$ cat config.mk
export PLATFORM = sky130hd
export DESIGN_NAME = cyclic_marker_pattern_match
export DESIGN_NICKNAME = d
export VERILOG_FILES = /design/src/rtl/cmpm_pkg.sv /design/src/rtl/cmpm_store.sv /design/src/rtl/cmpm_walker.sv /design/src/rtl/cyclic_marker_pattern_match.sv
export SDC_FILE = /design/constraint.sdc
export NUM_CORES = 1
export LEC_CHECK = 0
export BUFFER_PORTS_ARGS = -buffer_cell sky130_fd_sc_hd__buf_4
export CAP_MARGIN = 5
export CORE_MARGIN = 2
export CORE_UTILIZATION = 35
export DETAILED_ROUTE_END_ITERATION = 7
export SLEW_MARGIN = 20
export SYNTH_ARGS = -nofsm -noshare
export SYNTH_HDL_FRONTEND = slang
export SYNTH_SLANG_ARGS = --single-unit
$ cat constraint.sdc
create_clock -name clk_i -period 6.55 [get_ports clk_i]
set_input_delay 0.9825 -clock clk_i [delete_from_list [all_inputs] [get_ports clk_i]]
set_output_delay 0.9825 -clock clk_i [all_outputs]
set_load 0.01 [all_outputs]
$ cat src/rtl/cmpm_pkg.sv
package cmpm_pkg;

  localparam int unsigned MARKER_W = 32;
  localparam int unsigned STATUS_W = 2;

  // Result status codes.
  localparam logic [STATUS_W-1:0] STATUS_OK       = 2'd0;
  localparam logic [STATUS_W-1:0] STATUS_EMPTY    = 2'd1;
  localparam logic [STATUS_W-1:0] STATUS_OVERFLOW = 2'd2;

  // Match request from the load logic to the walker.
  typedef struct packed {
    logic                start;
    logic [STATUS_W-1:0] status;
  } walk_cmd_t;

  // Finished match handed from the walker to the output register.
  typedef struct packed {
    logic                done;
    logic                matched;
    logic [STATUS_W-1:0] status;
  } walk_res_t;

endpackage

$ cat src/rtl/cmpm_store.sv
module cmpm_store #(
  parameter int unsigned DEPTH = 16,
  parameter int unsigned AW    = 4
) (
  input  logic                          clk_i,
  input  logic                          we_i,
  input  logic [AW-1:0]                 waddr_i,
  input  logic [cmpm_pkg::MARKER_W-1:0] wdata_i,
  input  logic                          re_i,
  input  logic [AW-1:0]                 raddr_i,
  output logic [cmpm_pkg::MARKER_W-1:0] rdata_o
);

  logic [cmpm_pkg::MARKER_W-1:0] mem_q [DEPTH];
  logic [cmpm_pkg::MARKER_W-1:0] rdata_q;

  always_ff @(posedge clk_i) begin
    if (we_i) begin
      mem_q[waddr_i] <= wdata_i;
    end
  end

  always_ff @(posedge clk_i) begin
    if (re_i) begin
      rdata_q <= mem_q[raddr_i];
    end
  end

  assign rdata_o = rdata_q;

endmodule

$ cat src/rtl/cmpm_walker.sv
module cmpm_walker #(
  parameter int unsigned AW = 4,
  parameter int unsigned LW = 5
) (
  input  logic                          clk_i,
  input  logic                          rst_ni,
  input  cmpm_pkg::walk_cmd_t           cmd_i,
  input  logic [LW-1:0]                 pat_len_i,
  input  logic [LW-1:0]                 tst_len_i,
  input  logic                          out_free_i,
  output logic                          rd_en_o,
  output logic [AW-1:0]                 pat_addr_o,
  output logic [AW-1:0]                 tst_addr_o,
  input  logic [cmpm_pkg::MARKER_W-1:0] pat_data_i,
  input  logic [cmpm_pkg::MARKER_W-1:0] tst_data_i,
  output cmpm_pkg::walk_res_t           res_o,
  output logic                          busy_o
);

  localparam logic [1:0] ST_IDLE = 2'd0;
  localparam logic [1:0] ST_RD   = 2'd1;
  localparam logic [1:0] ST_CMP  = 2'd2;
  localparam logic [1:0] ST_DONE = 2'd3;

  logic [1:0]                    state_q, state_d;
  logic [AW-1:0]                 s_q, s_d;
  logic [AW-1:0]                 p_q, p_d;
  logic [AW-1:0]                 t_q, t_d;
  logic                          matched_q, matched_d;
  logic [cmpm_pkg::STATUS_W-1:0] status_q, status_d;

  logic [LW-1:0] p_inc, t_inc, s_inc;
  logic [AW-1:0] p_nxt, t_nxt;
  logic          eq;

  // One shared compare and index step per visited position pair.
  assign eq    = (pat_data_i == tst_data_i);
  assign p_inc = LW'(p_q) + LW'(1);
  assign t_inc = LW'(t_q) + LW'(1);
  assign s_inc = LW'(s_q) + LW'(1);
  assign p_nxt = (p_inc == pat_len_i) ? '0 : p_inc[AW-1:0];
  assign t_nxt = (t_inc == tst_len_i) ? '0 : t_inc[AW-1:0];

  always_comb begin
    state_d   = state_q;
    s_d       = s_q;
    p_d       = p_q;
    t_d       = t_q;
    matched_d = matched_q;
    status_d  = status_q;
    case (state_q)
      ST_IDLE: begin
        if (cmd_i.start) begin
          status_d  = cmd_i.status;
          matched_d = 1'b0;
          s_d       = '0;
          p_d       = '0;
          t_d       = '0;
          if (cmd_i.status == cmpm_pkg::STATUS_EMPTY) begin
            state_d = ST_DONE;
          end else begin
            state_d = ST_RD;
          end
        end
      end
      ST_RD: begin
        state_d = ST_CMP;
      end
      ST_CMP: begin
        if (!eq) begin
          if (s_inc == pat_len_i) begin
            state_d = ST_DONE;
          end else begin
            s_d     = s_inc[AW-1:0];
            p_d     = s_inc[AW-1:0];
            t_d     = '0;
            state_d = ST_RD;
          end
        end else if (p_nxt == s_q && t_nxt == '0) begin
          matched_d = 1'b1;
          state_d   = ST_DONE;
        end else begin
          p_d     = p_nxt;
          t_d     = t_nxt;
          state_d = ST_RD;
        end
      end
      ST_DONE: begin
        if (out_free_i) begin
          state_d = ST_IDLE;
        end
      end
      default: begin
        state_d = ST_IDLE;
      end
    endcase
  end

  always_ff @(posedge clk_i or negedge rst_ni) begin
    if (!rst_ni) begin
      state_q <= ST_IDLE;
    end else begin
      state_q <= state_d;
    end
  end

  always_ff @(posedge clk_i) begin
    s_q       <= s_d;
    p_q       <= p_d;
    t_q       <= t_d;
    matched_q <= matched_d;
    status_q  <= status_d;
  end

  assign rd_en_o       = (state_q == ST_RD);
  assign pat_addr_o    = p_q;
  assign tst_addr_o    = t_q;
  assign res_o.done    = (state_q == ST_DONE) && out_free_i;
  assign res_o.matched = matched_q;
  assign res_o.status  = status_q;
  assign busy_o        = (state_q != ST_IDLE);

`ifndef ASSERT_OFF
  a_cmp_after_rd: assert property (@(posedge clk_i) disable iff (!rst_ni)
    (state_q == ST_CMP) |-> ($past(state_q) == ST_RD))
    else $error("compare without a preceding read");

  a_match_not_empty: assert property (@(posedge clk_i) disable iff (!rst_ni)
    (res_o.done && res_o.matched) |-> (res_o.status != cmpm_pkg::STATUS_EMPTY))
    else $error("match reported on an empty list");
`endif

endmodule

$ cat src/rtl/cyclic_marker_pattern_match.sv
// Channel   Dir  Signals                       Contents
// s_axis    in   tvalid tready tdata tlast     tdata[31:0] marker_id, tuser cmd, tlast last
//                tuser
// m_axis    out  tvalid tready tdata           tdata[0] matched, tdata[2:1] status
//
// A loading item is taken whenever the walker is idle. The item that closes the test list
// starts a walk over both marker memories, unless a list is empty; each compared position
// pair takes one memory read and then one compare, and tready stays low meanwhile.
// Reset clears lengths and the overflow flag, sets the restart bits and resets the state
// machines and the output valid flag; the stores are not cleared. A result waits in the
// output register while new loading items are taken; a finished walk holds in its done
// state until that register is free.
module cyclic_marker_pattern_match #(
  parameter int unsigned MAX_MARKERS = 16
) (
  input  logic        clk_i,
  input  logic        rst_ni,
  input  logic        s_axis_tvalid,
  output logic        s_axis_tready,
  input  logic [31:0] s_axis_tdata,   // [31:0] marker_id
  input  logic        s_axis_tlast,
  input  logic        s_axis_tuser,   // [0] cmd: 0 pattern list, 1 test list
  output logic        m_axis_tvalid,
  input  logic        m_axis_tready,
  output logic [7:0]  m_axis_tdata    // [0] matched, [2:1] status, [7:3] zero
);

  localparam int unsigned AW = (MAX_MARKERS > 1) ? $clog2(MAX_MARKERS) : 1;
  localparam int unsigned LW = $clog2(MAX_MARKERS + 1);

  // List bookkeeping.
  logic [LW-1:0] pat_len_q, pat_len_d;
  logic [LW-1:0] tst_len_q, tst_len_d;
  logic          pat_restart_q, pat_restart_d;
  logic          tst_restart_q, tst_restart_d;
  logic          ovf_q, ovf_d;

  // Output register.
  logic                          out_valid_q, out_valid_d;
  logic                          out_matched_q;
  logic [cmpm_pkg::STATUS_W-1:0] out_status_q;

  logic          accept, to_test, start, out_free, busy;
  logic [LW-1:0] pat_base, tst_base;
  logic          pat_room, tst_room, pat_we, tst_we, drop, ovf_next;
  logic          rd_en;
  logic [AW-1:0] pat_raddr, tst_raddr;
  logic [cmpm_pkg::MARKER_W-1:0] pat_rdata, tst_rdata;
  cmpm_pkg::walk_cmd_t walk_cmd;
  cmpm_pkg::walk_res_t walk_res;

  assign accept = s_axis_tvalid && s_axis_tready;
  assign to_test = s_axis_tuser;

  // An item that opens a new list sees length zero; a full list drops the item.
  assign pat_base = pat_restart_q ? '0 : pat_len_q;
  assign tst_base = tst_restart_q ? '0 : tst_len_q;
  assign pat_room = (pat_base < LW'(MAX_MARKERS));
  assign tst_room = (tst_base < LW'(MAX_MARKERS));
  assign pat_we   = accept && !to_test && pat_room;
  assign tst_we   = accept && to_test && tst_room;
  assign drop     = accept && (to_test ? !tst_room : !pat_room);
  assign ovf_next = ovf_q || drop;
  assign start    = accept && to_test && s_axis_tlast;

  always_comb begin
    pat_len_d     = pat_len_q;
    tst_len_d     = tst_len_q;
    pat_restart_d = pat_restart_q;
    tst_restart_d = tst_restart_q;
    ovf_d         = ovf_q;
    if (accept) begin
      if (!to_test) begin
        pat_len_d     = pat_room ? (pat_base + LW'(1)) : pat_base;
        pat_restart_d = s_axis_tlast;
      end else begin
        tst_len_d     = tst_room ? (tst_base + LW'(1)) : tst_base;
        tst_restart_d = s_axis_tlast;
      end
      // Closing the test list reports and clears any overflow since the last result.
      ovf_d = start ? 1'b0 : ovf_next;
    end
  end

  // Empty wins over overflow; lengths are taken as they stand after this item.
  always_comb begin
    walk_cmd.start = start;
    if (pat_len_q == '0 || tst_len_d == '0) begin
      walk_cmd.status = cmpm_pkg::STATUS_EMPTY;
    end else if (ovf_next) begin
      walk_cmd.status = cmpm_pkg::STATUS_OVERFLOW;
    end else begin
      walk_cmd.status = cmpm_pkg::STATUS_OK;
    end
  end

  always_ff @(posedge clk_i or negedge rst_ni) begin
    if (!rst_ni) begin
      pat_len_q     <= '0;
      tst_len_q     <= '0;
      pat_restart_q <= 1'b1;
      tst_restart_q <= 1'b1;
      ovf_q         <= 1'b0;
    end else begin
      pat_len_q     <= pat_len_d;
      tst_len_q     <= tst_len_d;
      pat_restart_q <= pat_restart_d;
      tst_restart_q <= tst_restart_d;
      ovf_q         <= ovf_d;
    end
  end

  cmpm_store #(
    .DEPTH (MAX_MARKERS),
    .AW    (AW)
  ) u_pat_store (
    .clk_i   (clk_i),
    .we_i    (pat_we),
    .waddr_i (pat_base[AW-1:0]),
    .wdata_i (s_axis_tdata),
    .re_i    (rd_en),
    .raddr_i (pat_raddr),
    .rdata_o (pat_rdata)
  );

  cmpm_store #(
    .DEPTH (MAX_MARKERS),
    .AW    (AW)
  ) u_tst_store (
    .clk_i   (clk_i),
    .we_i    (tst_we),
    .waddr_i (tst_base[AW-1:0]),
    .wdata_i (s_axis_tdata),
    .re_i    (rd_en),
    .raddr_i (tst_raddr),
    .rdata_o (tst_rdata)
  );

  cmpm_walker #(
    .AW (AW),
    .LW (LW)
  ) u_walker (
    .clk_i      (clk_i),
    .rst_ni     (rst_ni),
    .cmd_i      (walk_cmd),
    .pat_len_i  (pat_len_q),
    .tst_len_i  (tst_len_q),
    .out_free_i (out_free),
    .rd_en_o    (rd_en),
    .pat_addr_o (pat_raddr),
    .tst_addr_o (tst_raddr),
    .pat_data_i (pat_rdata),
    .tst_data_i (tst_rdata),
    .res_o      (walk_res),
    .busy_o     (busy)
  );

  // The output register frees up in the same cycle its item is taken.
  assign out_free = !out_valid_q || m_axis_tready;

  always_comb begin
    out_valid_d = out_valid_q;
    if (walk_res.done) begin
      out_valid_d = 1'b1;
    end else if (m_axis_tready) begin
      out_valid_d = 1'b0;
    end
  end

  always_ff @(posedge clk_i or negedge rst_ni) begin
    if (!rst_ni) begin
      out_valid_q <= 1'b0;
    end else begin
      out_valid_q <= out_valid_d;
    end
  end

  always_ff @(posedge clk_i) begin
    if (walk_res.done) begin
      out_matched_q <= walk_res.matched;
      out_status_q  <= walk_res.status;
    end
  end

  assign s_axis_tready = !busy;
  assign m_axis_tvalid = out_valid_q;
  assign m_axis_tdata  = {5'd0, out_status_q, out_matched_q};

`ifndef ASSERT_OFF
  a_busy_after_close: assert property (@(posedge clk_i) disable iff (!rst_ni)
    (s_axis_tvalid && s_axis_tready && s_axis_tuser && s_axis_tlast) |=> !s_axis_tready)
    else $error("input not stalled after the test list closed");

  a_len_bound: assert property (@(posedge clk_i) disable iff (!rst_ni)
    (pat_len_q <= LW'(MAX_MARKERS)) && (tst_len_q <= LW'(MAX_MARKERS)))
    else $error("list length beyond store depth");

  a_result_from_walk: assert property (@(posedge clk_i) disable iff (!rst_ni)
    $rose(m_axis_tvalid) |-> $past(busy))
    else $error("result appeared without a finished walk");
`endif

endmodule

==> flow_metrics.tcl <==
set metrics [dict create \
    status "complete, no violations" \
    drive_gt1_frac 0.185 \
    cts_buffers 112 \
    synthTopCellsByArea "edfxtp_1 76%, mux4_2 6.6%, mux2i_1 4.9%" \
    synthFlopType "edfxtp_1" \
    p_per_area_nw_per_um2 389 \
    dr_total_vias 21700 \
    grt_max_degree 121 \
    die_y_um 358 \
    synth_largest_area_cell "edfxtp_1" \
    required_ps 6940 \
    syn-mean-instance-area_um2 18.9 \
    synth_warnings 0 \
    min_period_over_period 0.536 \
    dpl_cell_area_um2 46300 \
    grt_pass1_vias 22200 \
    die_w_um 358 \
    ant_nets 0 \
    firstDrtPassIters 6 \
    worstMarginPinSlew_ps 1060 \
    stdcell_area_um2 49800 \
    cts_hold_buf 0 \
    cts.path.max_buffers 3 \
    p_leak_uw 0.0160 \
    design.die.area_um2 128000 \
    worstRegToRegCells 7 \
    report.final.hold_viol_count 0 \
    grt-ovfl-total 0 \
    cts_resized 0 \
    hpwl_um 56000 \
    instances_no_fill 4135 \
    synthesis.area_um2 43800 \
    place_congestion 0.787 \
    criticalPathCategory "flop to flop" \
    port_buffers 42 \
    synth_seq_cells 1122 \
    antenna_found_initial 1 \
    synth_most_common_cell "edfxtp_1" \
    yosys-top-cells-count "1106 x edfxtp_1, 212 x mux2i_1, 138 x nand2_1" \
    ir_drop_mv 0.359 \
    setup-violations-final 0 \
    nNetsFinal 2453 \
    core_um2 124000 \
    hp-class "primary input to asynchronous set/reset pin" \
    worstSetupStartpointType "flop" \
    clock-root-buffer "clkbuf_16" \
    area_growth_pct 13.7 \
    relSlewSlack 0.295 \
    cts_sinks 1122 \
    drv_cap 0 \
    cp.arrival_ps 3900 \
    viasPerCell 5.26 \
    crit_fanout 9 \
    grt_pass1_wl_um 148000 \
    rr_startpoint "u_tst_store.rdata_o[21]" \
    r2r_slack_ps 3040 \
    fill_cells 10900 \
    drc_errors 0 \
    tns_ps 0 \
    synthCells 2318 \
    async_flop_share 0.0143 \
    rows 129 \
    cts_tree "built" \
    worst_r2r_endpoint "u_walker.pat_addr_o[2]" \
    ys_types 59 \
    clock_skew_ps 25.6 \
    rsz0062_at_grt "false" \
    max_freq_mhz 285 \
    io_pins 48 \
    yosys.area.top_type_share 0.759 \
    final_max_slew_viol_count 0 \
    drt_iter0_drc 1829 \
    clock_latency_ps 670 \
    wl_per_cell_um 24.4 \
    placed_cells 3926 \
    post_cts_buffers 0 \
    yosysSeqAreaShare 0.768 \
    worstSetupEndpointType "flop" \
    wl_um 101000 \
    min_period_ps 3510 \
    start_util 0.353 \
    clk_pin_slew_worst_paths_ps 60 \
    grt_util_all_layers 0.156 \
    synth_edf_count 1106 \
    total_power_uw 19300 \
    cts_max_level 3 \
]
-- sequential cells by signal, summed over array words and instances, names as in the netlist, 2 cells and up --
name and count:
out_status_q 2, u_tst_store.mem_q 512, u_walker.state_q 2, u_walker.pat_addr_o 4, u_walker.status_q 2, u_pat_store.rdata_o 32
u_pat_store.mem_q 512, u_walker.tst_addr_o 4, pat_len_q 5, u_walker.s_q 4, tst_len_q 5, u_tst_store.rdata_o 32
-- report_power, final --
part | leakage, uW | internal [uW] | switching, uW | total [uW]
clock | 0.00168 | 3470 | 2570 | 6040
sequential | 0.0102 | 8460 | 261 | 8720
combinational | 0.00412 | 1780 | 2800 | 4580
total | 0.0160 | 13700 | 5640 | 19300
-- cells by family after synthesis --
group	count (synthesis)	synth area share
buffers and inverters	138	0.0139
muxes	389	0.127
and+or+nand+nor	258	0.0260
adders and majority gates	11	0.00315
AOI/OAI and AO/OA	342	0.0502
other	1	0.0000857
xor gates and xnor gates	57	0.0114
DFF	1122	0.768
-- layout by cell type, fill, tap and decap left out, types with 3 or more instances in the layout --
cell type and instances:
nor2b_4 3, xor2_1 40, dfrtp_1 14, bufinv_16 6, nor4_1 10, nand3b_1 5
nor2_1 29, nand4_1 4, a22oi_1 64, clkbuf_16 116, or2_2 3, nand2b_1 4
a221oi_1 65, nand2_1 137, buf_12 3, nor3_2 3, clkinv_2 15, mux2_2 49
nand3_1 9, nor2_4 29, o21ai_1 7, clkinv_1 27, nor2b_1 3, edfxtp_1 1106
xnor2_1 17, a21o_1 3, clkbuf_1 38, o21ai_0 111, a21oi_1 74, conb_1 5
inv_1 13, mux2i_1 212, buf_4 86, ha_1 11, nor3_1 5, mux4_2 128
-- layout make-up --
type | count | area (um2) | area share
Sequential cell | 1122 | 33600 | 0.676
Multi-Input combinational cell | 1062 | 9800 | 0.197
Clock buffer | 154 | 3050 | 0.0612
Tap cell | 1637 | 2050 | 0.0412
Timing Repair Buffer | 93 | 787 | 0.0158
Clock inverter | 53 | 405 | 0.00815
Inverter | 13 | 48.8 | 0.000981
Antenna cell | 1 | 2.50 | 0.0000503
-- metrics by stage --
stage | util | setup slack, ps | hold slack, ps
2_1_floorplan | - | 2310 | 400
3_3_place_gp | 0.373 | 2840 | 404
3_5_place_dp | 0.374 | 2860 | 407
4_1_cts | 0.402 | 2920 | 127
5_1_grt | 0.402 | 2850 | 161
6_report | 0.402 | 3040 | 172
-- metal layers --
layer,wire [um],up-vias,GRT usage
li1,-,9540,-
met1,43900,11500,0.212
met2,49700,596,0.263
met3,5070,142,0.0208
met4,2080,0,0.0439
met5,0,-,0
-- worst max-delay path, cell delays in order, from the launching register on --
cell and delay, ps:
edfxtp_1 380, xor2_1 170, nor4_1 820, nand4_1 600, nor2_1 620, a21o_1 240
inv_1 50, o221a_1 340
-- worst max path at each step --
stage,from,to,slack [ps]
detailed placement,s_axis_tuser,u_pat_store.mem_q[6][29],2860
finish,u_tst_store.rdata_o[21],u_walker.pat_addr_o[2],3040
CTS,u_walker.pat_addr_o[1],u_walker.tst_addr_o[3],2920
global route,u_tst_store.rdata_o[21],u_walker.tst_addr_o[3],2850
floorplan,s_axis_tvalid,u_tst_store.mem_q[11][0],2310
global placement,s_axis_tuser,u_pat_store.mem_q[4][12],2840
(Power assumes the default switching activity.)
